--- src/sv/qrs_pkg.sv ---
// ----------------------------------------------------------------------------
// Quadratic root solver package
// Shared widths, codes and the record that travels from the front part to
// the back part.
// ----------------------------------------------------------------------------
package qrs_pkg;

  localparam int CW   = 16;          // coefficient width, Q8.8
  localparam int DW   = 35;          // discriminant output width
  localparam int RW   = 32;          // root width, Q16.16
  localparam int SW   = 17;          // square root width (D < 2^34)
  localparam int SQ_STEPS = SW;      // one root bit per stage
  localparam int NUMW = 34;          // |(-b +- s) * 2^16| fits in 34 bits
  localparam int DENW = CW + 1;      // |2a|
  localparam int QW   = NUMW;        // quotient magnitude width
  localparam int FIFO_DEPTH = 4;
  localparam int FIFO_AW    = 2;

  typedef enum logic [1:0] {
    CLS_TWO  = 2'd0,
    CLS_ONE  = 2'd1,
    CLS_NONE = 2'd2
  } root_class_t;

  // Classified item handed from the front part to the back part.
  typedef struct packed {
    logic signed [CW-1:0] coef_a;
    logic signed [CW-1:0] coef_b;
    logic [DW-1:0]        disc;      // already clipped, two's complement
    logic [DW-2:0]        disc_mag;  // nonnegative discriminant value
    root_class_t          cls;
    logic                 degenerate;
    logic signed [CW-1:0] smallest;
  } front_item_t;

endpackage

--- src/sv/qrs_front.sv ---
// ----------------------------------------------------------------------------
// Quadratic root solver front part
// Forms the discriminant in two registered stages, classifies it and picks
// the strictly smallest coefficient, or c when no coefficient is strictly smallest.
// ----------------------------------------------------------------------------
module qrs_front (
  input  logic                        clk,
  input  logic                        rst_n,
  input  logic                        in_valid,
  input  logic signed [qrs_pkg::CW-1:0] in_coef_a,
  input  logic signed [qrs_pkg::CW-1:0] in_coef_b,
  input  logic signed [qrs_pkg::CW-1:0] in_coef_c,
  output logic                        fr_valid,
  output qrs_pkg::front_item_t        fr_item
);

  // Stage one: products.
  logic                          v1_r;
  logic signed [qrs_pkg::CW-1:0] a1_r, b1_r, c1_r;
  logic [2*qrs_pkg::CW-1:0]      q1_r;
  logic signed [2*qrs_pkg::CW-1:0] p1_r;
  logic [qrs_pkg::CW-1:0]        bmag;

  assign bmag = in_coef_b[qrs_pkg::CW-1] ? (~in_coef_b + 1'b1) : in_coef_b;

  always_ff @(posedge clk) begin
    if (!rst_n) begin
      v1_r <= 1'b0;
    end else begin
      v1_r <= in_valid;
    end
    a1_r <= in_coef_a;
    b1_r <= in_coef_b;
    c1_r <= in_coef_c;
    q1_r <= bmag * bmag;
    p1_r <= in_coef_a * in_coef_c;
  end

  // Stage two: difference, clipping, class and smallest coefficient.
  logic signed [2*qrs_pkg::CW+3:0] d_full;
  logic [qrs_pkg::DW-1:0]          d_clip;
  logic                            neg, zero;
  logic signed [qrs_pkg::CW-1:0]   min_coef;
  qrs_pkg::front_item_t            item;

  assign d_full = $signed({4'b0, q1_r}) - ($signed({{2{p1_r[2*qrs_pkg::CW-1]}}, p1_r}) <<< 2);
  assign neg  = d_full < 0;
  assign zero = d_full == 0;

  always_comb begin
    if (d_full > $signed({{(2*qrs_pkg::CW+4-qrs_pkg::DW+1){1'b0}}, {(qrs_pkg::DW-1){1'b1}}}))
      d_clip = {1'b0, {(qrs_pkg::DW-1){1'b1}}};
    else if (d_full < -$signed({{(2*qrs_pkg::CW+4-qrs_pkg::DW){1'b0}}, 1'b1, {(qrs_pkg::DW-1){1'b0}}}))
      d_clip = {1'b1, {(qrs_pkg::DW-1){1'b0}}};
    else
      d_clip = d_full[qrs_pkg::DW-1:0];
    if (a1_r < b1_r && a1_r < c1_r) min_coef = a1_r;
    else if (b1_r < a1_r && b1_r < c1_r) min_coef = b1_r;
    else min_coef = c1_r;
    item.coef_a     = a1_r;
    item.coef_b     = b1_r;
    item.disc       = d_clip;
    item.disc_mag   = neg ? '0 : d_full[qrs_pkg::DW-2:0];
    item.cls        = neg ? qrs_pkg::CLS_NONE : (zero ? qrs_pkg::CLS_ONE : qrs_pkg::CLS_TWO);
    item.degenerate = a1_r == '0;
    item.smallest   = min_coef;
  end

  always_ff @(posedge clk) begin
    if (!rst_n) begin
      fr_valid <= 1'b0;
    end else begin
      fr_valid <= v1_r;
    end
    fr_item <= item;
  end

endmodule

--- config.mk ---
export PLATFORM = sky130hd
export DESIGN_NAME = qrs_front
export DESIGN_NICKNAME = d
export VERILOG_FILES = /design/src/sv/qrs_pkg.sv /design/src/sv/qrs_front.sv
export SDC_FILE = /design/constraint.sdc
export NUM_CORES = 1
export LEC_CHECK = 0
export BUFFER_PORTS_ARGS = -buffer_cell sky130_fd_sc_hd__clkbuf_2
export CORE_UTILIZATION = 35
export CTS_CLUSTER_SIZE = 25
export DETAILED_ROUTE_END_ITERATION = 12
export PLACE_DENSITY = 0.5
export SLEW_MARGIN = 20
export SYNTH_ARGS = -nofsm -noshare
export SYNTH_HDL_FRONTEND = slang
export SYNTH_SLANG_ARGS = --single-unit
--- constraint.sdc ---
create_clock -name clk -period 9.4 [get_ports clk]
set_input_delay 1.88 -clock clk [delete_from_list [all_inputs] [get_ports clk]]
set_output_delay 1.88 -clock clk [all_outputs]
set_load 0.1 [all_outputs]
== Word level (Yosys, flattened, before mapping) ==
Cells that the tools add are included.
W data, S select, Z words.

* Reductions and logical operators: 4
* $lt $le $gt $ge: 7
* Muxes and demuxes: 5
* Bitwise operators: 1
* Multipliers: 2
* Add/sub/neg operators: 2

{| class="wikitable"
|+ Operators by type and width
! kind !! number
|-
| $lt A16 B16 Y1 || 4
|-
| $mul A16 B16 Y32 || 2
|-
| $mux W16 || 3
|-
| $logic_not A36 Y1 || 1
|-
| $gt A35 B35 Y1 const B || 1
|-
| $lt A35 B1 Y1 const B || 1
|-
| $lt A35 B35 Y1 const B || 1
|-
| $mux W35 || 1
|-
| $sub A33 B34 Y35 || 1
|-
| $add A16 B1 Y16 const B || 1
|-
| $logic_not A16 Y1 || 1
|-
| $not A16 Y16 || 1
|-
| $logic_and A1 B1 Y1 || 2
|-
| $mux W1 || 1
|}

* Register bits after elaboration: 234
* Output and inout port bits: 121
* Input bits: 51
* Word-level logic and storage cells: 35

== Longest topological paths before layout ==
* Word-level depth: 4
* Depth in mapped cells: 33
* Depth with buffers taken out: 33

== Worst setup path before layout ==
OpenSTA, ideal clock, no wires.

* Path kind: input port to flip-flop
* Start point: input port in_coef_b[0] in the netlist's numbering
* End point: register q1_r[31] in the netlist's numbering
* Arrival time: 9.287 ns
* Stages: 31
* Slack: -0.007 ns
* Buffers on the path: 1
* Required time: 9.280 ns
* Cells stage by stage: inv_1 clkbuf_1 ha_1 nand2_1 o21a_1 xor2_1 inv_1 nor2_1 inv_1 fa_1 fa_1 inv_1 fa_1 inv_1 fa_1 fa_1 fa_1 inv_1 ha_1 a21o_1 a21o_1 a41oi_1 a21oi_1 a21o_1 a221o_1 a2111o_1 a31oi_1 o21ai_1 nor3_1 o21bai_1 xnor2_1

* Longest elaborated chain between the ends: 4

{| class="wikitable"
|+ Ends and longest elaborated chain
! what !! line !! text
|-
| from (decl) || qrs_front.sv:11 || <nowiki>input logic signed [qrs_pkg::CW-1:0] in_coef_b,</nowiki>
|-
| $not A16 Y16 || qrs_front.sv:24 || <nowiki>assign bmag = in_coef_b[qrs_pkg::CW-1] ? (~in_coef_b + 1'b1) : in_coef_b;</nowiki>
|-
| $add A16 B1 Y16 || qrs_front.sv:24 ||
|-
| $mux W16 (*) || qrs_front.sv:24 ||
|-
| $mul A16 B16 Y32 (*) || qrs_front.sv:35 || <nowiki>q1_r <= bmag * bmag;</nowiki>
|-
| to (signal assigned) || qrs_front.sv:35 ||
|-
| to (decl) || qrs_front.sv:20 || <nowiki>logic [2*qrs_pkg::CW-1:0] q1_r;</nowiki>
|}

Mark *: on every way between the ends. The rest lies on a longest branch, timed or not.
A chain may end at the register's enable or synchronous reset.

== Worst setup path in the final report ==
* Start point: input port in_coef_b[4] in the netlist's numbering
* End point: register q1_r[31] in the netlist's numbering

Same word-level chain as after synthesis.

==> reports/metrics.yaml <==
setup_path:
  rrSetupSlack_ns: 4.99
  path_common_cell: "fa_1"
  cp-start-kind: "input port"
  startpoint: "in_coef_b[4]"
  cp_slowest_cell: "or4_1"
  r2r_end: "fr_item[32]"
  slowest_delay_ns: 0.62
  endpoint: "q1_r[31]"
  crit_fanout: 4
  worst-path-stages: 29
  endpoint_kind: "register"
  reg2reg_from: "q1_r[2]"
  path_buf_inv: 6
  worstSetupPathType: "in2reg"
  reg2reg_depth: 16
  cpLargestDelayFamily: "adder cells"
  arrival_ns: 9.35
  cp_data_required_time_ns: 9.85
yosys:
  synth_area_leaders: "fa_1 (34%), dfxtp_1 (19%), ha_1 (13%)"
  syn_area_per_cell_um2: 9.68
  synth_top_area_share_pct: 34.5
  synth-main-ff-cell: "dfxtp_1"
  synthesis.area_mm2: 0.0247
  ys_seq_elements: 231
  post-synth-top-area-cell: "fa_1"
  synth_cell_types: 65
  syn_inst: 2548
  yosys_warnings: 0
  ys_seq_area_share_pct: 18.7
  synthArstFlopShare_pct: 0
  synth_edf_count: 0
floorplan:
  start_util_pct: 35.7
  die_area_mm2: 0.0715
  die_h_um: 267
  rows: 96
  die_w_um: 267
  core_region_area_mm2: 0.0692
  io_pins: 172
grt:
  grtUsageTotal_pct: 18.6
  grt_antenna_before_repair: 4
  grt_pass1_vias: 19158
  grt_max_degree: 34
  grt_pass1_wl_um: 104000
  grt_overflow: 0
clock_network:
  numCtsBuffers: 29
  cts_setup_buffers: 0
  hold_buffers: 0
  clkLatencyLatePin_ns: 0.58
  htree_levels: 1
  cts_max_path_buffers: 3
  cts_resized: 0
  cts_sinks: 231
  cts_tree: "done"
  clk_pin_slew_worst_paths_ns: 0.06
  cts_root_buf: "clkbuf_16"
sta:
  post-route-period-util_pct: 94.6
  rsz0062_at_grt: "false"
  clock_skew_ns: 0.0193
  clock.fmax_mhz: 112
  fin_tns_setup_ns: 0
  slew-limit-headroom_pct: 29.4
  setup_viol: 0
  drv_slew: 0
  hold_viol: 0
  tightest_slew_ns: 1.06
  final.min_clock_period_ns: 8.90
detailed_routing:
  viasPerCell: 4.64
  wl_um: 64500
  drc: 0
  firstDrtPassIters: 5
  ant_nets: 0
  wl_per_cell_um: 17.3
  vias: 17350
  drt_iter0_markers: 637
layout:
  layout_commonest_cell: "inv_1"
  layout_common_cells: "inv_1 (571), fa_1 (425), ha_1 (257), dfxtp_1 (231), nand2_1 (230)"
  nets: 3513
  drive_above_1_share_pct: 11.2
  syn2layout_area_growth_pct: 14.0
placed_design:
  dp_hpwl_um: 54400
  place_congestion: 0.886
  portBuffers: 170
worst_hold_path:
  worstHoldPathType: "reg2reg"
flow_run:
  drv_cap: 0
run_status:
  outcome: "finished, final reports clean"
-- kinds of logic (layout without fill, tap and decap cells) --
family / after synthesis / in the layout / share of synthesized area, %
xor+xnor: 108 / 108 / 3.83
other cells: 2 / 17 / 0.0304
mux: 33 / 33 / 1.35
buf+inv: 627 / 870 / 9.59
fa+ha+maj: 682 / 682 / 47.5
flops: 231 / 231 / 18.7
compound gates: 265 / 265 / 7.09
simple gates: 600 / 600 / 11.8
-- state kept, by name (all words and copies together) (netlist names) --
| name | flops |
|---|---|
| fr_item | 119 |
| p1_r | 32 |
| q1_r | 31 |
| a1_r | 16 |
| c1_r | 16 |
| b1_r | 15 |
| fr_valid | 1 |
| v1_r | 1 |
-- layout make-up --
cell class                 count  area [um^2]
multi-input combinational   1701        17700
sequential                   231         4620
inverter                     576         2160
fill                        6992        41100
clock buffer                  36          792
antenna                        4         10.0
timing repair buffer         241         1400
tap                          931         1160
clock inverter                17          233
-- worst min-delay path by stage --
stage | to | depth (start not counted) | startpoint | slack, ns
final | fr_valid | 1 | v1_r | 0.43
after floorplan | fr_item[105] | 0 | a1_r[1] | 0.37
after global placement | fr_item[102] | 0 | b1_r[14] | 0.42
after CTS | fr_item[101] | 0 | b1_r[13] | 0.43
after detailed placement | fr_item[101] | 0 | b1_r[13] | 0.42
after global routing | fr_item[113] | 0 | a1_r[9] | 0.44
-- metal layers --
metal / up-vias / part of all wire [%] / global-route usage (%)
li1: 8293 / - / -
met1: 8661 / 47 / 25.0
met2: 331 / 47 / 32.5
met3: 65 / 3.9 / 1.83
met4: 0 / 1.9 / 3.61
met5: - / 0 / 0
-- Yosys cell counts (all sizes together), types with 5 or more instances --
| master | instances |
|---|---|
| nor2 | 105 |
| o31ai | 7 |
| fa | 425 |
| xnor2 | 78 |
| clkinv | 5 |
| o21ai | 46 |
| nand2 | 230 |
| and3 | 7 |
| nor4 | 9 |
| mux2i | 31 |
| a21o | 44 |
| a31oi | 7 |
| ha | 257 |
| dfxtp | 231 |
| buf | 7 |
| o21a | 18 |
| and2 | 118 |
| a31o | 5 |
| nor2b | 35 |
| nand3 | 14 |
| o21bai | 16 |
| a21oi | 74 |
| inv | 571 |
| nand4 | 8 |
| or3 | 5 |
| nand2b | 29 |
| xor2 | 30 |
| nor3 | 21 |
| a211oi | 11 |
| clkbuf | 44 |
-- per-stage QoR --
| stage | hold slack (ns) | area [um^2] | worst slack, ns | std cells | utilization, % |
|---|---|---|---|---|---|
| after floorplan | 0.368 | 24700 | 0.0836 | 2559 | - |
| after global routing | 0.441 | 28100 | 0.0677 | 3733 | 40.6 |
| after global placement | 0.422 | 27100 | -0.0375 | 3680 | 39.2 |
| after detailed placement | 0.419 | 27100 | -0.0890 | 3680 | 39.2 |
| final | 0.430 | 28100 | 0.504 | 3737 | 40.7 |
| after CTS | 0.428 | 28100 | 0.502 | 3733 | 40.6 |
Power is left out: the tool's default activity adds up to more than one toggle a clock period on the data nets, which glitch-free logic cannot reach.
