===== src/sv/qrs_pkg.sv =====
// ----------------------------------------------------------------------------
// Quadratic root solver package
// Shared widths, codes and the record that travels from the front part to
// the back part.
// ----------------------------------------------------------------------------
package qrs_pkg;

  localparam int CW   = 16;          // coefficient width, Q8.8
  localparam int DW   = 35;          // discriminant output width
  localparam int RW   = 32;          // root width, Q16.16
  localparam int SW   = 17;          // square root width (D < 2^34)
  localparam int SQ_STEPS = SW;      // one root bit per stage
  localparam int NUMW = 34;          // |(-b +- s) * 2^16| fits in 34 bits
  localparam int DENW = CW + 1;      // |2a|
  localparam int QW   = NUMW;        // quotient magnitude width
  localparam int FIFO_DEPTH = 4;
  localparam int FIFO_AW    = 2;

  typedef enum logic [1:0] {
    CLS_TWO  = 2'd0,
    CLS_ONE  = 2'd1,
    CLS_NONE = 2'd2
  } root_class_t;

  // Classified item handed from the front part to the back part.
  typedef struct packed {
    logic signed [CW-1:0] coef_a;
    logic signed [CW-1:0] coef_b;
    logic [DW-1:0]        disc;      // already clipped, two's complement
    logic [DW-2:0]        disc_mag;  // nonnegative discriminant value
    root_class_t          cls;
    logic                 degenerate;
    logic signed [CW-1:0] smallest;
  } front_item_t;

endpackage


===== src/sv/qrs_fifo.sv =====
// ----------------------------------------------------------------------------
// Quadratic root solver queue
// Short queue of classified items between the front and back parts.
// ----------------------------------------------------------------------------
module qrs_fifo (
  input  logic                 clk,
  input  logic                 rst_n,
  input  logic                 wr_en,
  input  qrs_pkg::front_item_t wr_item,
  input  logic                 rd_en,
  output logic                 rd_valid,
  output qrs_pkg::front_item_t rd_item,
  output logic                 full
);

  qrs_pkg::front_item_t            mem_r [qrs_pkg::FIFO_DEPTH];
  logic [qrs_pkg::FIFO_AW-1:0]     wp_r, rp_r;
  logic [qrs_pkg::FIFO_AW:0]       cnt_r, cnt_nxt;

  assign rd_valid = cnt_r != '0;
  assign full     = cnt_r == (qrs_pkg::FIFO_AW+1)'(qrs_pkg::FIFO_DEPTH);
  assign rd_item  = mem_r[rp_r];
  assign cnt_nxt  = cnt_r + (qrs_pkg::FIFO_AW+1)'(wr_en) - (qrs_pkg::FIFO_AW+1)'(rd_en && rd_valid);

  // Storage is written in place; pointers and count reset.
  always_ff @(posedge clk) begin
    if (!rst_n) begin
      wp_r  <= '0;
      rp_r  <= '0;
      cnt_r <= '0;
    end else begin
      if (wr_en) wp_r <= wp_r + 1'b1;
      if (rd_en && rd_valid) rp_r <= rp_r + 1'b1;
      cnt_r <= cnt_nxt;
    end
    if (wr_en) mem_r[wp_r] <= wr_item;
  end

`ifndef SYNTH
  a_no_overflow: assert property (@(posedge clk) disable iff (!rst_n)
    full |-> !wr_en || rd_en) else $error("queue overflow");
  a_count_step: assert property (@(posedge clk) disable iff (!rst_n)
    (wr_en && !rd_en) |=> cnt_r != '0) else $error("queue count lost an item");
  a_empty_read: assert property (@(posedge clk) disable iff (!rst_n)
    (cnt_r == '0) |-> !(rd_en && rd_valid)) else $error("read from empty queue");
`endif

endmodule


===== config.mk =====
export PLATFORM = sky130hd
export DESIGN_NAME = qrs_fifo
export DESIGN_NICKNAME = d
export VERILOG_FILES = /design/src/sv/qrs_pkg.sv /design/src/sv/qrs_fifo.sv
export SDC_FILE = /design/constraint.sdc
export NUM_CORES = 1
export LEC_CHECK = 0
export BUFFER_PORTS_ARGS = -buffer_cell sky130_fd_sc_hd__buf_2
export CAP_MARGIN = 20
export CORE_MARGIN = 5
export CORE_UTILIZATION = 40
export CTS_CLUSTER_SIZE = 40
export DETAILED_ROUTE_END_ITERATION = 8
export HOLD_SLACK_MARGIN = 0.08
export PLACE_DENSITY = 0.63
export SKIP_LAST_GASP = 1
export SLEW_MARGIN = 20
export SYNTH_ARGS = -nofsm -noshare
export SYNTH_HDL_FRONTEND = slang
export SYNTH_SLANG_ARGS = --single-unit

===== constraint.sdc =====
create_clock -name clk -period 3.88 [get_ports clk]
set_clock_uncertainty 0.15 [all_clocks]
set_input_delay 0.194 -clock clk [delete_from_list [all_inputs] [get_ports clk]]
set_output_delay 0.194 -clock clk [all_outputs]
set_load 0.005 [all_outputs]

* Yosys cells after proc, flatten, opt, wreduce, memory -nomap -nowiden *
Memories as Yosys holds them, arrays and structs flattened. A register that Yosys moved wholly into a read port is not among the register bits.
Index checks and enable logic that the tools add are counted.

operators by class
  reduce and logical (&&, ||, !) cells = 2
  add/subtract/negate cells = 4
  equality and inequality tests = 1
  mux-type cells = 4

operators with widths
  kind                   count
  $add A2 B1 Y2 const B  2
  $mux W2                2
  $add A3 B1 Y3          1
  $eq A3 B3 Y1 const B   1
  $reduce_bool A3 Y1     1
  $sub A3 B1 Y3          1
  $mux W1                2
  $logic_and A1 B1 Y1    1

storage, ports and cells
  memories kept = 1
  RAM bits = 480
  output and inout port bits = 122
  flip-flop bits (word level) = 7

memory list
  name   depth  bits a word  rd ports  clocked after Yosys merged registers in  write ports  line            text
  mem_r  4      120          1         1                                        1            qrs_fifo.sv:16  qrs_pkg::front_item_t mem_r [qrs_pkg::FIFO_DEPTH];

* Longest topological paths before layout *
Gate-level depths: netlist of run 1.

  word-level depth = 4
  depth in mapped cells = 7
  mapped depth without buffers = 7

* Worst setup path after synthesis of run 1 *
OpenSTA, ideal clock, no wires.

  path kind = reg-to-reg
  start point = reg wp_r[0] in the netlist's numbering
  end point = mem mem_r[0][0] in the netlist's numbering (enable)
  data arrival time = 3.300 ns
  library setup time = 0.493 ns
  slack = -0.062 ns
  stages on the path, launching flop included = 4
  cells stage by stage = dfxtp_1 -> inv_1 -> ha_1 -> and2_1

RTL lines
  element                   line            text
  start: declaration        qrs_fifo.sv:17  logic [qrs_pkg::FIFO_AW-1:0] wp_r, rp_r;
  start signal: assignment  qrs_fifo.sv:32  if (wr_en) wp_r <= wp_r + 1'b1;
  end: declaration          qrs_fifo.sv:16

Straight into the memory's write port.

==> results of run 1 <==
metal layers:
layer / share of wire [%] / wire length, um / vias up / global-route usage (%)
met5: 0 / 0 / - / 0
met4: 2.0 / 725 / 0 / 3.70
met3: 6.0 / 2160 / 53 / 4.23
met2: 51 / 18200 / 217 / 24.8
met1: 41 / 14900 / 4409 / 19.2
li1: - / - / 3724 / -
state kept, by name, summed over array words and instances, names as in the netlist, named ones only:
signal and flops:
mem_r 480, cnt_r 3, rp_r 2, wp_r 2
metrics by stage:
| step | setup WS (ns) | hold slack, ns |
|---|---|---|
| 2_1_floorplan | 1.27 | 0.143 |
| 3_3_place_gp | 1.53 | 0.257 |
| 3_5_place_dp | 1.50 | 0.259 |
| 4_1_cts | 0.872 | 0.163 |
| 5_1_grt | 0.780 | 0.192 |
| 6_report | 1.03 | 0.211 |
where the power goes:
group | internal [mW] | switching, mW | leakage [nW]
registers | 6.09 | 0.170 | 4.48
logic | 1.20 | 0.943 | 2.39
clock network | 2.43 | 1.90 | 0.712
total | 9.72 | 3.01 | 7.58
cell usage after synthesis:
master | number | area, um2
buf_4 | 1 | 7.51
nor2b_1 | 1 | 6.26
mux4_2 | 120 | 2700
buf_2 | 12 | 60.1
nand2_1 | 2 | 7.51
and2_1 | 8 | 50.1
nand2b_1 | 2 | 12.5
or3_1 | 1 | 6.26
xor2_1 | 1 | 8.76
and3_1 | 1 | 6.26
fa_1 | 1 | 20.0
xnor3_1 | 1 | 22.5
buf_6 | 10 | 113
clkbuf_1 | 3 | 11.3
dfxtp_1 | 9 | 180
o311ai_0 | 1 | 8.76
o31a_1 | 1 | 8.76
inv_1 | 6 | 22.5
mux2i_1 | 4 | 40.0
ha_1 | 6 | 75.1
edfxtp_1 | 480 | 14400
worst max path at each step:
stage,to,slack [ns],cells past startpoint
finish,rd_item[53],1.03,3
global route,rd_item[53],0.78,3
CTS,rd_item[53],0.87,3
detailed placement,cnt_r[2],1.50,7
global placement,cnt_r[2],1.53,7
floorplan,mem_r[2][0],1.27,3
cell families (layout without fill, tap and decap cells):
kind of cell,after synthesis,after routing,synth area share (%)
simple gates,15,15,0.500
flops,489,489,82.1
fa+ha+maj,7,7,0.535
other cells,0,2,0
buf+inv,32,479,1.20
compound gates,2,2,0.0985
xor+xnor,2,2,0.176
mux,124,124,15.4
cell type report:
type                       instances  area [um2]  area share, %
clock buffer                      61        1290           5.74
sequential                       489       14600           64.8
clock inverter                    28         179          0.795
inverter                           6        22.5          0.100
multi-input combinational        150        2990           13.3
tap                              592         741           3.29
antenna                            2        5.00         0.0222
timing repair buffer             384        2690           12.0
what timing repair did:
| action | in CTS | in global routing |
|---|---|---|
| endpoints found under the setup margin | 0 | 0 |
| hold endpoints to repair | 489 | 0 |
| hold buffers | 124 | 0 |
placed cells by master (no fill, tap or decap), drive strengths merged:
cell           n
xnor3          1
o311ai         1
clkbuf        61
inv            8
xor2           1
ha             6
nor2b          1
and2           8
dfxtp          9
and3           1
nand2          2
mux4         120
fa             1
dlygate4sd3  124
o31a           1
nand2b         2
bufinv         1
buf          260
or3            1
edfxtp       480
mux2i          4
clkinvlp       3
clkinv        22
diode          2
==> impl_metrics.toml, run 1 <==
[routing]
drc = 0
wl_um = 36100
first_pass_iters = 4
avgRoutedWirePerCell_um = 21.1
vias_per_cell = 4.91
vias = 8403
ant_nets = 0
first_iter_violations = 569

[synthesis]
synthesis.area_um2 = 17800
syn_nets = 802
avgSynthCellArea_um2 = 26.5
syn_inst = 671
ys_seq_area_share_pct = 82.1
synth.yosys.warnings = 0
synth-seq-cells = 489
yosysUniqueCellTypes = 21

[min_path]
hold_start = "wr_item[4]"
min_path_cells = 2
hold_path.class = "in -> reg"
min_to = "mem_r[2][4]"

[worst_setup_path]
r2r-start = "cnt_r[1]"
cp_max_fo = 33
r2r-end = "cnt_r[2]"
worstPathCellList = "buf_4 > mux4_2 > buf_2"
max_stage_delay_ns = 0.83
crit_buf_inv = 2
crit_family = "flip-flops"
rrSetupSlack_ns = 1.50
critPathKind = "reg -> out"
start_kind = "register"
cp_slowest_cell = "dfxtp_4"
cp.required_ns = 3.54
critPathArrivalTime_ns = 2.51
ff2ff_path_depth = 7
setup.worst_path.end_class = "primary output"

[place]
io_buffers = 245
placed_cells = 1497
dpl.hpwl_um = 20800
globalplace.congestion = 0.679
dpl_cell_area_um2 = 19800

[power]
power_mw = 12.7
peakVddDrop_uv = 393
power.density_nw_per_um2 = 565
leakagePower_nw = 7.58

[floorplanning]
initial_core_util_pct = 40.3
die_height_um = 221
die-area_um2 = 48800
rows = 77
ios = 246
design.core.area_um2 = 44100
die_w_um = 221

[sta]
slew_violations = 0
fmax_mhz = 351
final.min_clock_period_ns = 2.85
tns_ns = 0
rsz0062_at_grt = "no"
hold_viol = 0
finalSetupViolCount = 0
layout_worst_path_cycle_share_pct = 73.5
tightestPinTransition_ns = 0.744
relSlewSlack_pct = 50.4

[clocking]
cts_tree = "built"
cts_buffer_depth = 3
ctsRootBufferMaster = "clkbuf_16"
post_cts_buffers = 0
clk_latency_ns = 0.58
cts_max_level = 2
cts_resized = 0
clk_pin_slew_worst_paths_ns = 0.06
numClockSinks = 489
cts_made_buffers = 50

[cells_and_area]
design_area_um2 = 22500
fillers = 3552
postLayoutCoreUtil_pct = 51.0
drive_above_1_share_pct = 40.3
fin_cells = 1712
nets = 1212
area_growth_pct = 26.6

[global_route]
grt_max_degree = 65
grt_pass1_wl_um = 55900
grt_pass1_vias = 9378
overflow = 0
track_usage_pct = 14.8
antenna_found_initial = 1

[run_status]
status = "completed"

[job]
maxCapViolations = 0
Note: power is estimated with default switching activity, not from simulation.
==> run 2, diff against run 1 <==
--- a/config.mk
+++ b/config.mk
@@ -5,6 +5,7 @@
 export SDC_FILE = /design/constraint.sdc
 export NUM_CORES = 1
 export LEC_CHECK = 0
+export ABC_AREA = 1
 export BUFFER_PORTS_ARGS = -buffer_cell sky130_fd_sc_hd__buf_2
 export CAP_MARGIN = 20
 export CORE_MARGIN = 5
==> constraint.sdc (replaced) <==
create_clock -name clk -period 2.4 [get_ports clk]
set_clock_uncertainty 0.15 [all_clocks]
set_input_delay 0.12 -clock clk [delete_from_list [all_inputs] [get_ports clk]]
set_output_delay 0.12 -clock clk [all_outputs]
set_load 0.005 [all_outputs]
==> run 2 against run 1 <==
Effect of this change: the flow now finishes with violations (negative setup slack); core utilization shrank 0.21 points; worst setup slack worse by 1.0 ns; final area grew 2.0%; sequential power rose by 58%; final cell count up 30%; critical path depth is 1 higher; hold slack worse by 0.068 ns; largest power group unchanged.
==> impl_metrics.toml, run 2 <==
[cells_and_area]
largestRegisters = "mem_r (480), cnt_r (3)"
mostFrequentLayoutCells = "480 x edfxtp_1, 246 x nor2_1, 245 x buf_2, 162 x o21ai_0, 123 x dlygate4sd3_1"
multi_input_area_um2 = 3120
drive_above_1_share_pct = 22.4
nets = 1727
diodes = 0
design_area_um2 = 23000
fillers = 3731
largest_reg_flops = 480
area_growth_pct = 26.0
final_common_cell = "edfxtp_1"
regArea_um2 = 14600
fin_cells = 2230
top_register = "mem_r"

[synthesis]
ys_async_sr_fraction_pct = 0
synth_commonest_cells = "480 x edfxtp_1, 246 x nor2_1, 162 x o21ai_0"
yosysUniqueCellTypes = 21
yosysMostFrequentCell = "edfxtp_1"
synth.yosys.warnings = 0
synthesis.area_um2 = 18200
synth-edff-count = 480
ys_seq_area_share_pct = 80.1
syn_nets = 1352
yosysTopAreaCellShare_pct = 79.1
synthFlopType = "edfxtp_1"
avgSynthCellArea_um2 = 14.9
synth-seq-cells = 489
yosysTopAreaCell = "edfxtp_1"
syn_inst = 1221
synthTopCellsByArea = "edfxtp_1 79%, nor2_1 5.1%, o21ai_0 4.4%, o22ai_1 4.1%, o21ai_1 2.2%"

[sta]
slew_violations = 0
hold_viol = 0
tns_ns = -0.0201
final.min_clock_period_ns = 2.42
tightestPinTransition_ns = 0.548
layout_worst_path_cycle_share_pct = 101
finalSetupViolCount = 1
rsz0062_at_grt = "yes"
relSlewSlack_pct = 63.5
setup_slack_ns = -0.0201
fmax_mhz = 413

[worst_setup_path]
cp_slowest_cell = "dfxtp_4"
critPathArrivalTime_ns = 2.15
max_stage_delay_ns = 0.42
start_kind = "register"
cp.required_ns = 2.13
cp_max_fo = 123
critPathKind = "reg -> out"
setup.worst_path.end_class = "primary output"
crit_family = "buffers and inverters"
crit_buf_inv = 2
worstPathCellList = "buf_16 > o21ai_0 > o22ai_1 > buf_2"

[place]
placed_cells = 2021
dpl.hpwl_um = 23500
globalplace.congestion = 0.752
dpl_cell_area_um2 = 20200
io_buffers = 245

[global_route]
antenna_found_initial = 1
grt_pass1_wl_um = 64800
track_usage_pct = 16.3
grt_pass1_vias = 11300
overflow = 0
grt_max_degree = 124

[floorplanning]
die-area_um2 = 49900
ios = 246
die_w_um = 223
design.core.area_um2 = 45200
die_height_um = 223
initial_core_util_pct = 40.3
rows = 78

[clocking]
cts_made_buffers = 49
numClockSinks = 489
ctsRootBufferMaster = "clkbuf_16"
clk_pin_slew_worst_paths_ns = 0.06
cts_tree = "built"
cts_max_level = 2
cts_buffer_depth = 3
clk_latency_ns = 0.57

[run_status]
violations = "negative setup slack"
status = "complete, but fails checks"

[power]
peakVddDrop_uv = 621
leakagePower_nw = 8.05
power.density_nw_per_um2 = 928
power_mw = 21.3

[routing]
ant_nets = 0
first_iter_violations = 744
vias_per_cell = 5.09
wl_um = 41800
avgRoutedWirePerCell_um = 18.7
first_pass_iters = 5
drc = 0
vias = 11400

[job]
maxCapViolations = 0

[min_path]
hold_path.class = "in -> reg"
## run 2: changes by cell type in the layout (fill, tap and decap cells not counted), sizes merged, moves of 12 or more
cell and change:
nand2 +12, nor2 +246, buf +19, o21ai +242, o22ai +120, mux4 -120
## run 2: final timing paths
| path | cells past startpoint | end | slack [ns] | from |
|---|---|---|---|---|
| worst max register to register | 8 | cnt_r[2] | 0.40 | cnt_r[1] |
| worst min-delay path | 2 | mem_r[0][47] | 0.14 | wr_item[47] |
| worst max-delay path | 4 | rd_item[99] | -0.02 | register |
| worst min register to register | 2 | wp_r[1] | 0.35 | wp_r[1] |
## run 2: cell type report
cell class,instances,area share [%]
sequential,489,63.6
multi-input combinational,637,13.6
timing repair buffer,402,12.9
clock buffer,65,5.64
tap,600,3.27
clock inverter,20,0.670
inverter,17,0.387
## run 2: power breakdown
part	leakage, nW	total (mW)	internal, mW	switching [mW]
Clock	0.705	7.01	3.99	3.02
Combinational	2.86	4.38	1.68	2.70
Sequential	4.48	9.92	9.79	0.126
Total	8.05	21.3	15.5	5.85
## run 2: worst register-to-register path: cells and delay by family, from the launching register on
| kind | cells | cell delay [ns] |
|---|---|---|
| adder cells (fa/ha/maj) | 3 | 0.90 |
| flip-flops | 1 | 0.33 |
| AO/OA/AOI/OAI | 2 | 0.26 |
| AND/OR/NAND/NOR | 2 | 0.21 |
| buffers and inverters | 1 | 0.04 |
## run 2: logic make-up after synthesis
logic type | synth area share (%)
AO/OA/AOI/OAI | 10.9
adder cells (fa/ha/maj) | 0.522
buffers and inverters | 3.06
flip-flops | 80.1
AND/OR/NAND/NOR | 5.41
## run 2: timing repair
action                                  CTS  global route
pin swaps                                 1             0
hold buffers                            123             0
endpoints found under the hold margin   492             0
setup buffers                             1             0
gates resized for setup                   7             2
endpoints found under the setup margin   15            37
## run 2: stage by stage
step,hold WS [ns],util (%),setup WS (ns)
floorplan,0.0635,-,-0.516
finish,0.144,50.8,-0.0201
CTS,0.102,50.8,0.0182
global route,0.123,50.8,-0.104
global placement,0.183,44.8,0.491
detailed placement,0.186,44.8,0.417
## run 2: routing by layer
layer / share of wire (%) / GRT usage [%] / vias up
met5: 0.031 / 0 / -
met4: 1.8 / 4.82 / 2
met3: 6.2 / 3.37 / 58
met2: 48 / 26.3 / 350
met1: 44 / 22.7 / 5582
li1: - / - / 5363
==> run 3, diff against run 2 <==
--- a/config.mk
+++ b/config.mk
@@ -8,7 +8,6 @@
 export ABC_AREA = 1
 export BUFFER_PORTS_ARGS = -buffer_cell sky130_fd_sc_hd__buf_2
 export CAP_MARGIN = 20
-export CORE_MARGIN = 5
 export CORE_UTILIZATION = 40
 export CTS_CLUSTER_SIZE = 40
 export DETAILED_ROUTE_END_ITERATION = 8
==> run 3 against run 2 <==
Effect of this change: the flow now finishes without violations; power increased by 5.4%; worst setup slack improved by 0.085 ns; sequential power about the same; first-iteration DRC count is 4.2% higher; critical path depth is the same; largest cell class unchanged; largest power group unchanged.
==> impl_metrics.toml, run 3 (synthesis results as in run 2) <==
[run_status]
status = "completed"

[power]
peakVddDrop_uv = 775
power.density_nw_per_um2 = 964
netSwitchingPower_mw = 6.06
switching_share_pct = 27.0
leakagePower_nw = 8.19
p_comb_share_pct = 20.3
intPower_mw = 16.4
power_frac_clock_pct = 35.4
p_seq_share_pct = 44.2
power_mw = 22.5

[routing]
drc = 0
avgRoutedWirePerCell_um = 18.9
first_iter_violations = 775
ant_nets = 0
wl_um = 42100
first_pass_iters = 5
vias = 11500
vias_per_cell = 5.19

[sta]
rsz0062_at_grt = "yes"
fmax_mhz = 428
layout_worst_path_cycle_share_pct = 97.3
finalSetupViolCount = 0
tightestPinTransition_ns = 0.501
hold_viol = 0
slew_violations = 0
tns_ns = 0
relSlewSlack_pct = 66.6
final.min_clock_period_ns = 2.33
hold_ws_ns = 0.152

[clocking]
cts_tree = "built"
clk_pin_slew_worst_paths_ns = 0.06
cts_max_level = 2
ctsRootBufferMaster = "clkbuf_16"
cts_made_buffers = 50
numClockSinks = 489
clk_latency_ns = 0.56
cts_buffer_depth = 3

[cells_and_area]
postLayoutCoreUtil_pct = 52.2
multi_input_area_um2 = 3100
nets = 1723
regArea_um2 = 14600
final_common_cell = "edfxtp_1"
drive_above_1_share_pct = 22.7
fin_cells = 2226
area_growth_pct = 27.9
mostFrequentLayoutCells = "480 x edfxtp_1, 246 x nor2_1, 245 x buf_2, 162 x o21ai_0, 124 x dlygate4sd3_1"
fillers = 3647
largestRegisters = "mem_r (480), cnt_r (3)"
top_register = "mem_r"
largest_reg_flops = 480

[worst_setup_path]
critPathKind = "reg -> out"
critPathArrivalTime_ns = 2.06
start_kind = "register"
setup.worst_path.end_class = "primary output"
cp.required_ns = 2.13
cp_max_fo = 70

[place]
placed_cells = 2003
dpl.hpwl_um = 21600
globalplace.congestion = 0.727
io_buffers = 245

[floorplanning]
die-area_um2 = 46400
ios = 246
initial_core_util_pct = 40.9
design.core.area_um2 = 44600
die_height_um = 215
die_w_um = 215
rows = 77

[global_route]
grt_pass1_vias = 11200
overflow = 0
grt_pass1_wl_um = 61900
track_usage_pct = 17.1
grt_max_degree = 142
antenna_found_initial = 4

[min_path]
hold_path.class = "in -> reg"

[job]
maxCapViolations = 0
-- run 3: cell types whose count changed in the layout (fill, tap and decap cells not counted), moves of 3 or more --
cell | before | now
buf_16 | 3 | 6
buf_4 | 15 | 4
bufinv_16 | 2 | 7
clkbuf_1 | 15 | 8
clkbuf_16 | 49 | 56
clkinv_4 | 0 | 3
o22ai_1 | 116 | 119
o22ai_2 | 4 | 1
-- run 3: power by group through the flow --
stage | Clock (mW) | Sequential, mW | Combinational, mW
floorplan | 0 | 10.1 | 2.48
global placement | 0 | 10.1 | 4.08
detailed placement | 0 | 10.1 | 4.13
CTS | 8.16 | 9.92 | 4.33
global route | 8.47 | 9.96 | 5.02
finish | 7.96 | 9.93 | 4.57
-- run 3: repair_timing --
action                                  in CTS  in global routing
endpoints found under the setup margin       0                 57
resized for setup                            0                 10
buffers inserted                             0                  2
hold buffers                               124                  0
hold endpoints to repair                   498                  0
-- run 3: metal layers --
metal	vias up	part of all wire, %	GRT usage [%]
met1	5760	44	22.5
met2	364	48	27.7
met3	52	6.8	4.61
met5	-	0.031	0
met4	2	1.7	5.04
li1	5368	-	-
-- run 3: through the flow --
| stage | instance area [um2] | setup slack (ns) |
|---|---|---|
| after CTS | 23100 | 0.00117 |
| after floorplan | 18300 | -0.516 |
| final | 23300 | 0.0653 |
| after global routing | 23300 | -0.0198 |
| after global placement | 20200 | 0.499 |
| after detailed placement | 20200 | 0.482 |
-- run 3: final cells by class --
type                            count  share of cell area, %
Clock buffer                       63                   5.94
Inverter                           17                  0.419
Timing Repair Buffer              397                   13.0
Sequential cell                   489                   62.7
Clock inverter                     29                   1.45
Antenna cell                        2                 0.0215
Tap cell                          592                   3.18
Multi-Input combinational cell    637                   13.3
-- run 3: critical path, stage by stage (launching register included) --
cell and delay (ns):
dfxtp_4 0.53, clkbuf_16 0.39, o21ai_0 0.16, o22ai_1 0.19
buf_2 0.15
-- run 3: worst paths after layout --
path	from	slack [ns]	end	cells after the start
min reg2reg	rp_r[0]	0.35	register	2
max reg2reg	cnt_r[1]	0.39	cnt_r[0]	8
max	register	0.07	rd_item[119]	4
min	wr_item[118]	0.15	mem_r[3][118]	2
